### config.mk
export PLATFORM = sky130hd
export DESIGN_NAME = rv32_ctrl
export DESIGN_NICKNAME = d
export VERILOG_FILES = /design/src/design/rv32_pkg.sv /design/src/design/rv32_ctrl.sv
export SDC_FILE = /design/constraint.sdc
export NUM_CORES = 1
export LEC_CHECK = 0
export CAP_MARGIN = 40
export CORE_AREA = 2 2 39 41
export CTS_CLUSTER_SIZE = 14
export DETAILED_ROUTE_END_ITERATION = 12
export DIE_AREA = 0 0 41 43
export DONT_BUFFER_PORTS = 1
export MAX_ROUTING_LAYER = met4
export SLEW_MARGIN = 5
export SYNTH_ARGS = -nofsm -noshare
export SYNTH_HDL_FRONTEND = slang
export SYNTH_SLANG_ARGS = --single-unit
### constraint.sdc
create_clock -name aclk -period 1.8 [get_ports aclk]
set_clock_uncertainty 0.15 [all_clocks]
set_input_delay 0.27 -clock aclk [delete_from_list [all_inputs] [get_ports aclk]]
set_output_delay 0.27 -clock aclk [all_outputs]
set_load 0.005 [all_outputs]
### src/design/rv32_pkg.sv
`default_nettype none

package rv32_pkg;

    localparam int XLEN      = 32;
    localparam int NUM_REGS  = 32;
    localparam int REG_AW    = $clog2(NUM_REGS);
    localparam int DIV_STEPS = XLEN;
    localparam int DIV_CW    = $clog2(DIV_STEPS + 1);

    localparam logic [6:0] OP_RTYPE  = 7'h33;
    localparam logic [6:0] OP_ITYPE  = 7'h13;
    localparam logic [6:0] OP_BRANCH = 7'h63;
    localparam logic [6:0] OP_JAL    = 7'h6F;
    localparam logic [6:0] OP_LUI    = 7'h37;
    localparam logic [6:0] OP_AUIPC  = 7'h17;

    localparam logic [6:0] F7_BASE   = 7'h00;
    localparam logic [6:0] F7_MULDIV = 7'h01;
    localparam logic [6:0] F7_ALT    = 7'h20;

    localparam logic [2:0] F3_ADD  = 3'd0;
    localparam logic [2:0] F3_SLL  = 3'd1;
    localparam logic [2:0] F3_SLT  = 3'd2;
    localparam logic [2:0] F3_SLTU = 3'd3;
    localparam logic [2:0] F3_XOR  = 3'd4;
    localparam logic [2:0] F3_SRL  = 3'd5;
    localparam logic [2:0] F3_OR   = 3'd6;
    localparam logic [2:0] F3_AND  = 3'd7;

    localparam logic [2:0] F3_MUL  = 3'd0;
    localparam logic [2:0] F3_MULH = 3'd1;
    localparam logic [2:0] F3_DIV  = 3'd4;
    localparam logic [2:0] F3_REM  = 3'd6;

    localparam logic [2:0] F3_BEQ  = 3'd0;
    localparam logic [2:0] F3_BNE  = 3'd1;

    typedef struct packed {
        logic load;       // latch instruction word, read register file
        logic div_start;  // load divider operands
        logic div_step;   // one quotient bit
        logic commit;     // update state, load result word
    } rv32_cmd_t;

    typedef struct packed {
        logic is_div;
        logic div_done;
    } rv32_sts_t;

endpackage

`default_nettype wire

### src/design/rv32_ctrl.sv
`default_nettype none

module rv32_ctrl
    import rv32_pkg::*;
(
    input  wire logic      aclk,
    input  wire logic      aresetn,
    input  wire logic      s_valid,
    output logic           s_ready,
    output logic           m_valid,
    input  wire logic      m_ready,
    input  wire rv32_sts_t sts,
    output rv32_cmd_t      cmd
);

    typedef enum logic [1:0] {
        ST_IDLE,
        ST_DECODE,
        ST_DIV,
        ST_WB
    } state_t;

    state_t state_reg, state_next;
    logic   m_valid_reg, m_valid_next;

    assign s_ready = (state_reg == ST_IDLE);
    assign m_valid = m_valid_reg;

    always_comb begin
        state_next    = state_reg;
        m_valid_next  = m_valid_reg && !m_ready;
        cmd           = '0;
        unique case (state_reg)
            ST_IDLE: begin
                if (s_valid) begin
                    cmd.load   = 1'b1;
                    state_next = ST_DECODE;
                end
            end
            ST_DECODE: begin
                if (sts.is_div) begin
                    cmd.div_start = 1'b1;
                    state_next    = ST_DIV;
                end else begin
                    state_next = ST_WB;
                end
            end
            ST_DIV: begin
                if (sts.div_done) begin
                    state_next = ST_WB;
                end else begin
                    cmd.div_step = 1'b1;
                end
            end
            ST_WB: begin
                // result word register must be free
                if (!m_valid_reg || m_ready) begin
                    cmd.commit   = 1'b1;
                    m_valid_next = 1'b1;
                    state_next   = ST_IDLE;
                end
            end
            default: state_next = ST_IDLE;
        endcase
    end

    always_ff @(posedge aclk) begin
        if (!aresetn) begin
            state_reg   <= ST_IDLE;
            m_valid_reg <= 1'b0;
        end else begin
            state_reg   <= state_next;
            m_valid_reg <= m_valid_next;
        end
    end

endmodule

`default_nettype wire

==> run metrics <==
run status finished, final reports clean; WS Path Type reg2out; CTS buffer count 3; Reg clk slew, reported paths 0.04 ns; syn_nets 38; vias 197; area delta synth->final 17.13%; Slew @ Worst Pin 0.2245 ns; placed instance area 290.3 sq um; Worst Hold Class in2reg; RSZ-0062 raised after global routing false; die height 43 microns; Leak Pwr 0.1812 nW; # DRC 0; nets 43; crit-path cells inv_1, ha_1, and2_1; number of flip-flops in the largest register 2; Hold Startpoint aresetn; Routed WL 479 microns; WP data arrival 1.20 ns; Resized Gates After CTS 0; setup_tns 0 ns; vias in the first global route 177; Port Buf Inserts 0; grt total ovfl 0; Post-synth EDFFs 0; Row Count 14; CP top delay family flip-flops; Design Area, Final 316.6 sq um; flop2flop setup slack 0.24 ns; CP Launch Type flip-flop; via/cell ratio 4.104; Mapped Area 270.3 sq um; root buffer cell clkbuf_4; Synth Instances 28; ant diodes 0; Seq cells post-synth 3; maximum fanout along the worst path 6; htree depth 1; period utilisation layout 0.8980; postcts setup bufs 0; DIE AREA 1763 sq um; PwrDens 1499 nW/um^2; CTS Hold Bufs 0; MaxCap Viol Count 0; Total GRT Usage 0.06674; non-filler cells, final 48; Bufs and invs on worst path 1; gp weighted congestion 0.6848; num ports 12; Peak VDD IR 0.3735 mV; YS warnings 0; CP max-delay cell dfxtp_1; Pins Over Slew Limit 0; Max clock buf depth 2; Critical Path Sink Type output pin; reg2reg end state_reg[0]; placed insts 44; drt pass-1 iters 1; Core Footprint 1384 sq um; clock sinks 3; global-route wire length before repair 696 microns; First DRT Iteration DRCs 0; post-synthesis async set-or-reset flop share 0; critical path required time 1.38 ns; initial antenna violation count 0; hold path depth 1; max_slew headroom 0.8503; Hold Crit Endpoint state_reg[0]; WL/cell 9.979 microns; worst-skew pair later-pin latency 0.23 ns; pin count of the biggest net entering global routing 7; Routed Antenna Nets 0; sequential area share after synthesis 0.2222; initial core utilization 0.1953; Netlist cell types 16; Syn Area/Cell 9.652 sq um; Final min period 1.616 ns; Chip Width 41 microns; setup violation total in the final timing report 0; share of cells above drive strength 1 0.2813; top_reg_cell synth dfxtp_1; final hold violations 0; crit-path max cell delay 0.41 ns; FF-to-FF Start state_reg[0]; fmax 0.6187 GHz; R2R depth 5; CTS tree done
==> worst max-delay path by stage <==
stage	cells past startpoint	from	to	slack (ns)
after floorplan	5	state_reg[0]	state_reg[0]	0.35
after global placement	5	state_reg[0]	state_reg[0]	0.24
after detailed placement	5	state_reg[0]	state_reg[0]	0.23
after CTS	3	state_reg[0]	cmd[3]	0.15
after global routing	3	state_reg[0]	cmd[3]	0.11
final	3	state_reg[0]	cmd[3]	0.18
==> layer usage <==
layer | part of all wire | GRT usage | vias to the layer above
met5 | 0 | - | -
met4 | 0 | 0.02000 | 0
met3 | 0.15 | 0.07330 | 0
met2 | 0.35 | 0.06563 | 11
met1 | 0.50 | 0.08626 | 81
li1 | - | - | 105
==> cell usage after synthesis (2+ instances only) <==
cell,n,area (sq um)
ha_1,4,50.05
inv_1,4,15.01
dfxtp_1,3,60.06
a31o_1,2,17.52
and2_1,2,12.51
nand2b_4,2,27.53
nor2_1,2,7.510
==> stage by stage <==
step	util	setup slack (ns)	hold WS [ns]	power (mW)
5_1_grt	0.2288	0.1089	0.01075	0.5188
6_report	0.2288	0.1836	0.02355	0.4745
3_3_place_gp	0.2098	0.2359	0.2643	0.3561
2_1_floorplan	-	0.3473	0.2512	0.3218
3_5_place_dp	0.2098	0.2271	0.2674	0.3623
4_1_cts	0.2288	0.1510	0.01878	0.4880
==> layout by cell type (no fill, tap or decap), drive strengths merged, types with 2 or more instances in the layout <==
cell type | synthesis | final
inv | 4 | 4
ha | 4 | 4
clkbuf | 0 | 4
dfxtp | 3 | 3
nand2b | 2 | 2
and2 | 2 | 2
nor2 | 2 | 2
a31o | 2 | 2
==> power by group <==
part / total, mW / internal [mW] / leakage, nW / switching [mW]
logic: 0.234 / 0.106 / 0.142 / 0.128
registers: 0.123 / 0.0927 / 0.0247 / 0.0300
clock network: 0.118 / 0.0831 / 0.0150 / 0.0352
==> kinds of logic after synthesis <==
| family | count (synthesis) | share of synthesized area |
|---|---|---|
| buf+inv | 4 | 0.05554 |
| compound gates | 5 | 0.1574 |
| fa+ha+maj | 4 | 0.1852 |
| flops | 3 | 0.2222 |
| simple gates | 12 | 0.3797 |
==> layout make-up <==
type	count	area (sq um)
multi-input combinational	21	195.2
sequential	3	60.06
inverter	4	15.01
tap	16	20.02
clock buffer	4	26.28
fill	161	1067
(Power assumes the default switching activity.)
